## src/design/pfs_pkg.sv

```systemverilog
`default_nettype none
package pfs_pkg;

  typedef logic [2:0] step_t;

  localparam step_t S_CHECK  = 3'd0;
  localparam step_t S_LOAD   = 3'd1;
  localparam step_t S_DIVIDE = 3'd2;
  localparam step_t S_TEST   = 3'd3;
  localparam step_t S_TAKE   = 3'd4;
  localparam step_t S_NEXT   = 3'd5;
  localparam step_t S_FINISH = 3'd6;

  typedef enum logic [2:0] {
    OP_NOP,
    OP_DIV_LOAD,
    OP_DIV_STEP,
    OP_TAKE,
    OP_NEXT_D,
    OP_FINISH
  } op_t;

  typedef enum logic [2:0] {
    C_NEVER,
    C_ALWAYS,
    C_SQ_GT_M,
    C_REM_NZ,
    C_CNT_MORE
  } cond_t;

  typedef struct packed {
    op_t   op;
    cond_t cond;
    step_t target;
  } ctrl_t;

  // Control store: trial division with a shared restoring divider.
  function automatic ctrl_t ucode(input step_t step);
    ctrl_t w;
    unique case (step)
      S_CHECK:  w = '{op: OP_NOP,      cond: C_SQ_GT_M,  target: S_FINISH};
      S_LOAD:   w = '{op: OP_DIV_LOAD, cond: C_NEVER,    target: S_CHECK};
      S_DIVIDE: w = '{op: OP_DIV_STEP, cond: C_CNT_MORE, target: S_DIVIDE};
      S_TEST:   w = '{op: OP_NOP,      cond: C_REM_NZ,   target: S_NEXT};
      S_TAKE:   w = '{op: OP_TAKE,     cond: C_ALWAYS,   target: S_LOAD};
      S_NEXT:   w = '{op: OP_NEXT_D,   cond: C_ALWAYS,   target: S_CHECK};
      S_FINISH: w = '{op: OP_FINISH,   cond: C_NEVER,    target: S_CHECK};
      default:  w = '{op: OP_FINISH,   cond: C_NEVER,    target: S_CHECK};
    endcase
    return w;
  endfunction

endpackage
`default_nettype wire

```

## src/design/prime_factor_sum.sv

```systemverilog
// Each trial divisor costs one full division, and each factor found one more with
// the same divisor; the worst case is a prime near 2^WIDTH.
// One item at a time: busy stays high until the result strobe; the next item
// may start in the cycle the strobe is shown. The bit-serial divider sets the rate.
// The receiver cannot stall; done shows for one cycle, the result until the next.
// Reset (rst, synchronous) clears busy and done; an item in progress is dropped.
`default_nettype none
module prime_factor_sum
  import pfs_pkg::*;
#(
  parameter int WIDTH = 16
) (
  input  wire logic             clk,
  input  wire logic             rst,
  input  wire logic             start,
  output logic                  busy,
  input  wire logic [WIDTH-1:0] n_value,
  output logic                  done,
  output logic [WIDTH-1:0]      factor_sum,
  output logic                  bad_input
);

  localparam int CNT_W = $clog2(WIDTH + 1);

  logic             running;
  step_t            step;
  step_t            step_next;
  ctrl_t            cw;
  logic             taken;

  logic [WIDTH-1:0] m;
  logic [WIDTH-1:0] d;
  logic [WIDTH+1:0] dsq;
  logic [WIDTH-1:0] total;
  logic [WIDTH-1:0] rem;
  logic [WIDTH-1:0] quo;
  logic [CNT_W-1:0] cnt;
  logic             bad;

  logic [WIDTH:0]   rem_sh;
  logic [WIDTH:0]   diff;
  logic             ge;
  logic [WIDTH-1:0] rem_next;
  logic [WIDTH-1:0] quo_next;
  logic [WIDTH-1:0] sum_next;

  assign busy = running;
  assign cw   = ucode(step);

  // Jump condition, on register values before this step's update.
  always_comb begin
    unique case (cw.cond)
      C_NEVER:    taken = 1'b0;
      C_ALWAYS:   taken = 1'b1;
      C_SQ_GT_M:  taken = dsq > {2'b00, m};
      C_REM_NZ:   taken = rem != '0;
      C_CNT_MORE: taken = cnt != CNT_W'(1);
      default:    taken = 1'b0;
    endcase
    step_next = taken ? cw.target : step + step_t'(1);
  end

  // One restoring division bit per step.
  always_comb begin
    rem_sh   = {rem, quo[WIDTH-1]};
    diff     = rem_sh - {1'b0, d};
    ge       = rem_sh >= {1'b0, d};
    rem_next = ge ? diff[WIDTH-1:0] : rem_sh[WIDTH-1:0];
    quo_next = {quo[WIDTH-2:0], ge};
    sum_next = total + ((m > WIDTH'(1)) ? m : '0);
  end

  always_ff @(posedge clk) begin
    if (rst) begin
      running <= 1'b0;
      done    <= 1'b0;
      step    <= S_CHECK;
    end else begin
      done <= 1'b0;
      if (!running) begin
        if (start) begin
          running <= 1'b1;
          step    <= S_CHECK;
        end
      end else begin
        step <= step_next;
        if (cw.op == OP_FINISH) begin
          running <= 1'b0;
          done    <= 1'b1;
        end
      end
    end
  end

  always_ff @(posedge clk) begin
    if (!running) begin
      if (start) begin
        m     <= n_value;
        d     <= WIDTH'(2);
        dsq   <= (WIDTH+2)'(4);
        total <= '0;
        bad   <= n_value == '0;
      end
    end else begin
      unique case (cw.op)
        OP_NOP: begin
        end
        OP_DIV_LOAD: begin
          rem <= '0;
          quo <= m;
          cnt <= CNT_W'(WIDTH);
        end
        OP_DIV_STEP: begin
          rem <= rem_next;
          quo <= quo_next;
          cnt <= cnt - CNT_W'(1);
        end
        OP_TAKE: begin
          total <= total + d;
          m     <= quo;
        end
        OP_NEXT_D: begin
          // (d+1)^2 = d^2 + 2d + 1
          dsq <= dsq + {1'b0, d, 1'b1};
          d   <= d + WIDTH'(1);
        end
        OP_FINISH: begin
          factor_sum <= sum_next;
          bad_input  <= bad;
        end
        default: begin
        end
      endcase
    end
  end

  a_done_idle: assert property (@(posedge clk) disable iff (rst)
    done |-> !busy) else $error("result strobe while busy");

  a_start_busy: assert property (@(posedge clk) disable iff (rst)
    (start && !busy) |=> busy) else $error("accepted item did not start");

  a_bad_zero: assert property (@(posedge clk) disable iff (rst)
    (done && bad_input) |-> factor_sum == '0) else $error("zero input gave nonzero sum");

  a_div_count: assert property (@(posedge clk) disable iff (rst)
    (busy && step == S_DIVIDE) |-> cnt != '0) else $error("divider count underflow");

endmodule
`default_nettype wire

```

## config.mk

```make
export PLATFORM = sky130hd
export DESIGN_NAME = prime_factor_sum
export DESIGN_NICKNAME = d
export VERILOG_FILES = /design/src/design/pfs_pkg.sv /design/src/design/prime_factor_sum.sv
export SDC_FILE = /design/constraint.sdc
export NUM_CORES = 1
export LEC_CHECK = 0
export ABC_CLOCK_PERIOD_IN_PS = 3600
export BUFFER_PORTS_ARGS = -buffer_cell sky130_fd_sc_hd__buf_2
export CORE_MARGIN = 3
export CORE_UTILIZATION = 58
export CTS_BUF_LIST = sky130_fd_sc_hd__clkbuf_8
export DETAILED_ROUTE_END_ITERATION = 12
export PLACE_DENSITY = 0.85
export SLEW_MARGIN = 20
export SYNTH_ARGS = -nofsm -noshare
export SYNTH_HDL_FRONTEND = slang
export SYNTH_SLANG_ARGS = --single-unit
```

## constraint.sdc

```tcl
create_clock -name clk -period 3.6 [get_ports clk]
set_input_delay 0.18 -clock clk [delete_from_list [all_inputs] [get_ports clk]]
set_output_delay 0.18 -clock clk [all_outputs]
set_load 0.01 [all_outputs]
```

==> flow_metrics.env, run 1 <==
export IMPL_status="finished, final reports clean"
export IMPL_netSwitchingFraction=0.392
export IMPL_drt_wirelength_per_cell_um=19.2
export IMPL_synth_seq_cells=126
export IMPL_tns_ps=0
export IMPL_use_met1=0.340
export IMPL_slew_headroom=0.262
export IMPL_final_cell_mix="edfxtp_1, ha_1, nor2_1"
export IMPL_power_switching_w=0.00257
export IMPL_placed_area_mm2=0.00926
export IMPL_fin_crit_ps=3190
export IMPL_critPathLaunchType="flip-flop"
export IMPL_io_pins=38
export IMPL_hp_class="input pin to flip-flop"
export IMPL_synthCells=891
export IMPL_slowest_delay_ps=440
export IMPL_crit_fanout=3
export IMPL_powerDensity_mw_per_mm2=677
export IMPL_nets=1027
export IMPL_p_seq_frac=0.357
export IMPL_cts_tree="yes"
export IMPL_die_w_um=130
export IMPL_design_die_area_mm2=0.0169
export IMPL_rsz0062_at_grt="false"
export IMPL_cts_setup_buffers=0
export IMPL_grt_use_met2=0.448
export IMPL_cts_sinks=126
export IMPL_cts_buffers=17
export IMPL_synth_edf_count=121
export IMPL_routed_wl_um=21400
export IMPL_antenna_found_initial=0
export IMPL_n_fill_cell=1133
export IMPL_postSynth_asyncResetShare=0
export IMPL_multi_input_area_mm2=0.00481
export IMPL_track_usage=0.264
export IMPL_gr_total_overflow=0
export IMPL_grt_first_pass_wirelength_um=34700
export IMPL_cap_violations=0
export IMPL_core_mm2=0.0148
export IMPL_postSynthAreaPerCell_um2=9.98
export IMPL_synthDistinctLibCells=72
export IMPL_p_leak_nw=3.83
export IMPL_viasPerCell=6.40
export IMPL_start_util=0.603
export IMPL_stdcell_area_mm2=0.00968
export IMPL_syn_num_nets=1000
export IMPL_arrival_ps=3390
export IMPL_syn_cell_area_mm2=0.00889
export IMPL_crit_type="flip-flop to flip-flop"
export IMPL_internal_power_w=0.00398
export IMPL_grt_pass1_vias=6931
export IMPL_setup_violations=0
export IMPL_drive_above_1_share=0.116
export IMPL_area_growth_pct=8.83
export IMPL_drt_drc_violations_left=0
export IMPL_final_common_cell="edfxtp_1"
export IMPL_worst_pin_slew_ps=1110
export IMPL_worstPathRequired_ps=3800
export IMPL_finalHoldViolCount=0
export IMPL_diodes=0
export IMPL_comb_power_share=0.447
export IMPL_worstPathCellList="nor4_1 > a41oi_1 > ha_1 > inv_1 > fa_1 > nor2b_1 > o31a_1 > o31a_1 > o221a_2 > a221oi_2 > xnor2_1"
export IMPL_vias=7133
export IMPL_ant_nets=0
export IMPL_final_max_slew_viol_count=0
export IMPL_dieHeight_um=130
export IMPL_cts_max_path_buffers=2
export IMPL_vdd_drop_max_v=0.000264
export IMPL_cp_common_cell="o31a_1"
export IMPL_worst_r2r_setup_slack_ps=410
export IMPL_end_kind="flip-flop"
export IMPL_yosysSeqAreaShare=0.420
export IMPL_grt_max_degree=43
export IMPL_insertion_delay_ps=460
export IMPL_num_rows=44
export IMPL_first_pass_iters=5
export IMPL_clk_pin_slew_worst_paths_ps=70
export IMPL_first_iter_violations=725
export IMPL_timing_fmax_ghz=0.313
export IMPL_period_share=0.886
export IMPL_use_met3=0.0401
export IMPL_grt_busiest_layer="met2"
export IMPL_clock_root_buffer="clkbuf_8"
export IMPL_seqCellArea_mm2=0.00373
export IMPL_ys_flop_type="edfxtp_1"
export IMPL_clkPwrFrac=0.196
export IMPL_detailed_place_hpwl_um=16000
export IMPL_fin_skew_ps=12.3
export IMPL_cpMaxStageDelayCell="edfxtp_1"
export IMPL_h_tree_depth=4
export IMPL_synth_warning_count=0
export IMPL_gp_congestion=0.934
export IMPL_io_buffers=37
[cell usage after synthesis, drive strengths merged (6+ instances only)]
master	count	area share
a211oi	11	0.010
o31ai	16	0.014
mux2	16	0.020
nor2	79	0.033
and2	9	0.0063
edfxtp	121	0.41
nand3	17	0.0096
nor3	30	0.017
nand2b	17	0.012
inv	60	0.025
buf	6	0.0042
o211ai	7	0.0065
o21ai	52	0.029
a31oi	6	0.0042
nand2	56	0.024
a21oi	45	0.027
ha	86	0.12
and4	6	0.0059
a21o	17	0.014
xor2	21	0.021
nor2b	9	0.0066
xnor2	36	0.035
clkbuf	32	0.014
nor4	15	0.011
nand4	25	0.018
o21a	17	0.014
[cells by family (layout without fill, tap and decap cells)]
group / after synthesis / in the layout / share of synthesized area
AOI/OAI and AO/OA: 209 / 209 / 0.161
xor gates and xnor gates: 57 / 57 / 0.0561
adders and majority gates: 90 / 90 / 0.130
buffers and inverters: 99 / 139 / 0.0435
DFF: 126 / 126 / 0.420
muxes: 21 / 21 / 0.0259
and+or+nand+nor: 289 / 289 / 0.163
[layer usage]
| metal | routed length, µm | up-vias |
|---|---|---|
| li1 | - | 3360 |
| met1 | 9130 | 3433 |
| met2 | 10400 | 284 |
| met3 | 1320 | 56 |
| met4 | 580 | 0 |
| met5 | 0 | - |
[through the flow]
stage | power (W) | hold WS (ps) | setup slack [ps] | utilization | cells
2_1_floorplan | 0.00449 | 252 | 176 | - | 891
6_report | 0.00655 | 64.3 | 410 | 0.656 | 1115
4_1_cts | 0.00650 | 40.8 | 447 | 0.656 | 1115
3_3_place_gp | 0.00511 | 399 | 631 | 0.628 | 1082
3_5_place_dp | 0.00520 | 398 | 459 | 0.628 | 1082
5_1_grt | 0.00695 | 57.9 | 287 | 0.656 | 1115
[power groups by stage]
stage	registers [W]	logic [W]	clock network, W
final	0.00234	0.00293	0.00129
after global routing	0.00237	0.00324	0.00134
after CTS	0.00233	0.00288	0.00129
after detailed placement	0.00235	0.00285	0
after global placement	0.00234	0.00276	0
after floorplan	0.00226	0.00222	0
[flip-flops by register name, indices dropped and copies added, names as in the netlist, 5 cells and up]
signal	flops
d	16
quo	16
total	16
cnt	5
rem	16
factor_sum	16
m	16
dsq	18
[critical path: cells and delay by family, from the launching register on]
family          cells  cell delay (ps)
flops               1              440
xor+xnor            1              100
simple gates        2              480
fa+ha+maj           2              460
buf+inv             1               70
compound gates      5             1380
[final cells by class]
| class | count | share of cell area |
|---|---|---|
| Clock buffer | 20 | 0.0284 |
| Clock inverter | 12 | 0.0136 |
| Inverter | 61 | 0.0237 |
| Multi-Input combinational cell | 666 | 0.497 |
| Sequential cell | 126 | 0.386 |
| Tap cell | 184 | 0.0238 |
| Timing Repair Buffer | 46 | 0.0277 |
[path summary, 6_finish.rpt]
check | from | endpoint | cells after the start
max | m[10]$_DFFE_PP_ | factor_sum[14]$_DFFE_PP_ | 11
min | n_value[6] | m[6]$_DFFE_PP_ | 2
max reg2reg | m[10]$_DFFE_PP_ | factor_sum[14]$_DFFE_PP_ | 11
min reg2reg | bad$_DFFE_PP_ | bad_input$_DFFE_PP_ | 0
[timing repair]
item                      4_1_cts  5_1_grt
hold buffers                    1        0
hold endpoints to repair        2        0
gates resized for setup         0        0
(Power assumes the default switching activity.)
==> run 2, diff against run 1 <==
Settings changed: BUFFER_PORTS_ARGS -buffer_cell sky130_fd_sc_hd__buf_2 to not set, CORE_MARGIN 3 to not set, DONT_BUFFER_PORTS set to 1, PLACE_DENSITY 0.85 to 0.82, SLEW_MARGIN 20 to not set.
==> run 2 against run 1 <==
  * Sequential share of layout area up 0.22 points
  * Clock skew hardly changed
  * Clock power is 5% lower
  * Sequential power barely moved
  * First-iteration DRC count is 17% lower
  * Non-clock buffer count fell by 20
  * Core utilization is 0.36 points lower
  * Cell area decreased by 0.56%
  * Total power decreased by 1.9%
  * Global-route usage increased by 1.3 points
  * Worst hold slack worse by 35 ps
  * Critical path type unchanged
  * Critical endpoint unchanged
==> flow_metrics.env, run 2 (same netlist as run 1, synthesis figures left out) <==
export IMPL_diodes=0
export IMPL_status="finished, final reports clean"
export IMPL_die_w_um=126
export IMPL_arrival_ps=3380
export IMPL_period_share=0.880
export IMPL_grt_max_degree=43
export IMPL_grt_first_pass_wirelength_um=33800
export IMPL_hp_class="input pin to flip-flop"
export IMPL_h_tree_depth=4
export IMPL_reg2reg_to="factor_sum[14]$_DFFE_PP_"
export IMPL_p_leak_nw=3.71
export IMPL_powerDensity_mw_per_mm2=668
export IMPL_cap_violations=0
export IMPL_routed_wl_um=21000
export IMPL_first_iter_violations=605
export IMPL_setup_violations=0
export IMPL_cts_max_path_buffers=2
export IMPL_final_max_slew_viol_count=0
export IMPL_worstRegToRegCells=11
export IMPL_use_met1=0.349
export IMPL_rsz0062_at_grt="false"
export IMPL_drt_wirelength_per_cell_um=19.2
export IMPL_tns_ps=0
export IMPL_largest_reg_flops=18
export IMPL_worstPathRequired_ps=3810
export IMPL_clk_pin_slew_worst_paths_ps=80
export IMPL_use_met3=0.0476
export IMPL_insertion_delay_ps=460
export IMPL_place_inst=1045
export IMPL_final_common_cell="edfxtp_1"
export IMPL_finalHoldViolCount=0
export IMPL_total_power_w=0.00643
export IMPL_cts_buffers=17
export IMPL_first_pass_iters=4
export IMPL_crit_fanout=3
export IMPL_io_pins=38
export IMPL_top_register="dsq"
export IMPL_vdd_drop_max_v=0.000284
export IMPL_critPathLaunchType="flip-flop"
export IMPL_n_fill_cell=1142
export IMPL_hp_start="rst"
export IMPL_grt_pass1_vias=6739
export IMPL_core_mm2=0.0148
export IMPL_worst_r2r_setup_slack_ps=430
export IMPL_ant_nets=0
export IMPL_end_kind="flip-flop"
export IMPL_cts_tree="yes"
export IMPL_final_cell_mix="edfxtp_1, ha_1, nor2_1"
export IMPL_io_buffers=0
export IMPL_whs_endpoint="step[2]$_SDFFE_PP0P_"
export IMPL_viasPerCell=6.37
export IMPL_nets=1007
export IMPL_drt_drc_violations_left=0
export IMPL_worst_pin_slew_ps=1060
export IMPL_drive_above_1_share=0.0812
export IMPL_grt_busiest_layer="met2"
export IMPL_start_util=0.603
export IMPL_instances_no_fill=1095
export IMPL_antenna_found_initial=0
export IMPL_reg2reg_from="m[10]$_DFFE_PP_"
export IMPL_slew_headroom=0.297
export IMPL_timing_fmax_ghz=0.316
export IMPL_gr_total_overflow=0
export IMPL_num_rows=44
export IMPL_crit_type="flip-flop to flip-flop"
export IMPL_vias=6977
export IMPL_cts_sinks=126
export IMPL_gp_congestion=0.908
export IMPL_detailed_place_hpwl_um=15600
export IMPL_area_growth_pct=8.23
export IMPL_dieHeight_um=126
export IMPL_grt_use_met2=0.460
export IMPL_whs_path_depth=2
export IMPL_fin_skew_ps=12.8
export IMPL_fin_crit_ps=3170
export IMPL_design_die_area_mm2=0.0158
export IMPL_clock_root_buffer="clkbuf_8"
export IMPL_track_usage=0.277
-- run 2: cell types whose count changed in the layout (fill, tap and decap cells not counted), moves of 3 or more --
cell	previous run	this run
clkbuf_8	20	17
clkinvlp_4	1	5
buf_2	37	0
inv_1	65	60
dlygate4sd3_1	1	18
-- run 2: critical path, stage by stage (launching register included) --
cell	delay [ps]
edfxtp_1	440
nor4_1	390
a41oi_1	200
ha_1	250
inv_1	80
fa_1	210
nor2b_1	70
o31a_1	260
o31a_1	300
o221a_2	290
a221oi_2	300
xnor2_1	110
-- run 2: report_power, final --
group	switching [W]	total, W	internal, W	leakage (nW)
sequential	0.000276	0.00236	0.00208	1.19
combinational	0.00170	0.00285	0.00116	2.33
clock	0.000609	0.00122	0.000607	0.179
-- run 2: per-stage QoR --
step / util / setup WS, ps / area [µm²] / hold slack [ps]
6_report: 0.652 / 431 / 9630 / 28.9
5_1_grt: 0.652 / 313 / 9630 / 11.6
4_1_cts: 0.652 / 441 / 9630 / 3.95
3_5_place_dp: 0.614 / 486 / 9070 / 260
3_3_place_gp: 0.614 / 619 / 9070 / 254
2_1_floorplan: - / 176 / 8900 / 252
-- run 2: worst max-delay path by stage --
stage / depth (start not counted) / from / endpoint
floorplan: 4 / step[2]$_SDFFE_PP0P_ / bad_input$_DFFE_PP_
global route: 11 / m[6]$_DFFE_PP_ / factor_sum[14]$_DFFE_PP_
global placement: 11 / m[9]$_DFFE_PP_ / factor_sum[14]$_DFFE_PP_
finish: 11 / m[10]$_DFFE_PP_ / factor_sum[14]$_DFFE_PP_
CTS: 11 / m[10]$_DFFE_PP_ / factor_sum[14]$_DFFE_PP_
detailed placement: 11 / m[10]$_DFFE_PP_ / factor_sum[14]$_DFFE_PP_
-- run 2: timing repair --
| action | in CTS | in global routing |
|---|---|---|
| buffers inserted | 0 | 0 |
| endpoints found under the hold margin | 19 | 0 |
| resized for setup | 0 | 0 |
| hold buffers | 18 | 0 |
-- run 2: final cells by class --
class,count,area [µm²],area share
multi-input cells,666,4810,0.500
flip-flops and latches,126,3730,0.388
repair buffers,26,240,0.0250
clock buffers,17,234,0.0243
well taps,184,230,0.0239
inverters,61,229,0.0238
clock inverters,15,146,0.0152
-- run 2: per-layer routing --
layer | wire, µm | vias to the layer above
li1 | - | 3326
met3 | 1190 | 44
met4 | 620 | 0
met5 | 0 | -
met1 | 9090 | 3345
met2 | 10100 | 262
==> run 3, diff against run 2 <==
Settings changed: PLACE_DENSITY 0.82 to 0.86.
==> run 3 against run 2 <==
  * Sequential power is essentially flat
  * Total power grew 0.33%
  * Fmax shrank 0.47%
  * Combinational power is essentially flat
  * Sequential share of layout area shrank 0.091 points
  * Clock skew is essentially flat
  * Wire length grew 0.98%
  * Cell count is essentially flat
  * Core utilization grew 0.15 points
  * Count of clock-buffer cells in the layout is the same
  * Largest power group unchanged
  * Highest routed layer unchanged
==> flow_metrics.env, run 3 (same netlist as run 1, synthesis figures left out) <==
export IMPL_total_power_w=0.00645
export IMPL_drt_drc_violations_left=0
export IMPL_crit_fanout=3
export IMPL_whs_endpoint="bad$_DFFE_PP_"
export IMPL_comb_power_share=0.445
export IMPL_status="finished, final reports clean"
export IMPL_worstPathRequired_ps=3810
export IMPL_crit_type="flip-flop to flip-flop"
export IMPL_cap_violations=0
export IMPL_h_tree_depth=4
export IMPL_slowest_delay_ps=450
export IMPL_reg2reg_to="factor_sum[14]$_DFFE_PP_"
export IMPL_nets=1008
export IMPL_routed_wl_um=21200
export IMPL_num_rows=44
export IMPL_worstPathCellList="nor4_1 > a41oi_1 > ha_1 > inv_1 > fa_1 > nor2b_1 > o31a_1 > o31a_1 > o221a_2 > a221oi_2 > xnor2_1"
export IMPL_period_share=0.884
export IMPL_n_fill_cell=1106
export IMPL_detailed_place_hpwl_um=15800
export IMPL_cts_resized=0
export IMPL_slew_headroom=0.284
export IMPL_vias=6999
export IMPL_arrival_ps=3400
export IMPL_clk_pin_slew_worst_paths_ps=80
export IMPL_drt_wirelength_per_cell_um=19.4
export IMPL_powerDensity_mw_per_mm2=668
export IMPL_diodes=0
export IMPL_insertion_delay_ps=460
export IMPL_cp_common_cell="o31a_1"
export IMPL_top_register="dsq"
export IMPL_largest_reg_flops=18
export IMPL_power_switching_w=0.00259
export IMPL_p_leak_nw=3.73
export IMPL_reg2reg_from="m[10]$_DFFE_PP_"
export IMPL_cts_buffers=17
export IMPL_cts_setup_buffers=0
export IMPL_ant_nets=0
export IMPL_timing_fmax_ghz=0.314
export IMPL_track_usage=0.282
export IMPL_instances_no_fill=1096
export IMPL_netSwitchingFraction=0.402
export IMPL_setup_violations=0
export IMPL_design_die_area_mm2=0.0158
export IMPL_cts_tree="yes"
export IMPL_hp_start="start"
export IMPL_worst_pin_slew_ps=1070
export IMPL_final_common_cell="edfxtp_1"
export IMPL_p_seq_frac=0.367
export IMPL_clock_root_buffer="clkbuf_8"
export IMPL_viasPerCell=6.39
export IMPL_finalWorstSetupSlack_ps=416
export IMPL_hp_class="input pin to flip-flop"
export IMPL_critPathLaunchType="flip-flop"
export IMPL_cts_max_path_buffers=2
export IMPL_grt_max_degree=43
export IMPL_die_w_um=126
export IMPL_end_kind="flip-flop"
export IMPL_grt_pass1_vias=6885
export IMPL_antenna_found_initial=0
export IMPL_start_util=0.603
export IMPL_tns_ps=0
export IMPL_first_pass_iters=5
export IMPL_dieHeight_um=126
export IMPL_vdd_drop_max_v=0.000291
export IMPL_io_pins=38
export IMPL_cpMaxStageDelayCell="edfxtp_1"
export IMPL_drive_above_1_share=0.0811
export IMPL_fin_crit_ps=3180
export IMPL_core_mm2=0.0148
export IMPL_final_cell_mix="edfxtp_1, ha_1, nor2_1"
export IMPL_cts_sinks=126
export IMPL_clkPwrFrac=0.188
export IMPL_internal_power_w=0.00386
export IMPL_fin_skew_ps=13.0
export IMPL_whs_path_depth=1
export IMPL_whs_ps=30.7
export IMPL_place_ws_ps=492
export IMPL_final_max_slew_viol_count=0
export IMPL_worst_r2r_setup_slack_ps=420
export IMPL_gr_total_overflow=0
export IMPL_grt_first_pass_wirelength_um=34500
export IMPL_hold_buffers=18
export IMPL_io_buffers=0
export IMPL_gp_congestion=0.940
export IMPL_rsz0062_at_grt="false"
export IMPL_area_growth_pct=8.48
export IMPL_place_inst=1046
export IMPL_first_iter_violations=616
export IMPL_worstRegToRegCells=11
export IMPL_finalHoldViolCount=0
==> run 3: cell count changes in the layout (fill, tap and decap cells not counted), sizes merged <==
| cell | previous run | this run |
|---|---|---|
| buf | 8 | 9 |
| inv | 61 | 64 |
| clkinvlp | 5 | 2 |
==> run 3: critical path, delay by kind of cell, from the launching register on <==
kind	cells	cell delay, ps
AOI/OAI and AO/OA	5	1350
xor gates and xnor gates	1	90
adders and majority gates	2	480
buffers and inverters	1	80
DFF	1	450
and+or+nand+nor	2	480
==> run 3: how the worst max path moves through the flow <==
stage	start	end	slack [ps]	cells after the start
final	m[10]$_DFFE_PP_	factor_sum[14]$_DFFE_PP_	420	11
after global routing	m[2]$_DFFE_PP_	factor_sum[14]$_DFFE_PP_	340	11
after CTS	m[9]$_DFFE_PP_	factor_sum[14]$_DFFE_PP_	480	11
after detailed placement	m[9]$_DFFE_PP_	factor_sum[14]$_DFFE_PP_	490	11
after global placement	m[9]$_DFFE_PP_	factor_sum[14]$_DFFE_PP_	640	11
after floorplan	step[2]$_SDFFE_PP0P_	bad_input$_DFFE_PP_	180	4
==> run 3: stage by stage <==
step                area, µm²  utilization
floorplan                8900            -
global placement         9090        0.616
detailed placement       9090        0.616
CTS                      9650        0.654
global route             9650        0.654
finish                   9650        0.654
==> run 3: routing by layer <==
layer / track usage / share of wire / up-vias / wire length, µm
met5: 0 / 0 / - / 0
met4: 0.110 / 0.029 / 0 / 619
met3: 0.0582 / 0.062 / 56 / 1310
met2: 0.477 / 0.48 / 262 / 10200
met1: 0.355 / 0.43 / 3347 / 9130
li1: - / - / 3334 / -
==> run 3: layout make-up <==
| type | instances | area, µm² | share of cell area |
|---|---|---|---|
| clock buffer | 17 | 234 | 0.0242 |
| timing repair buffer | 27 | 260 | 0.0270 |
| sequential | 126 | 3730 | 0.387 |
| inverter | 61 | 229 | 0.0237 |
| clock inverter | 15 | 149 | 0.0154 |
| multi-input combinational | 666 | 4810 | 0.499 |
| tap | 184 | 230 | 0.0239 |
==> run 3: power groups by stage <==
| stage | logic (W) | clock network (W) | registers [W] |
|---|---|---|---|
| 2_1_floorplan | 0.00222 | 0 | 0.00226 |
| 3_3_place_gp | 0.00270 | 0 | 0.00237 |
| 3_5_place_dp | 0.00278 | 0 | 0.00239 |
| 4_1_cts | 0.00282 | 0.00123 | 0.00235 |
| 5_1_grt | 0.00316 | 0.00128 | 0.00239 |
| 6_report | 0.00287 | 0.00121 | 0.00237 |
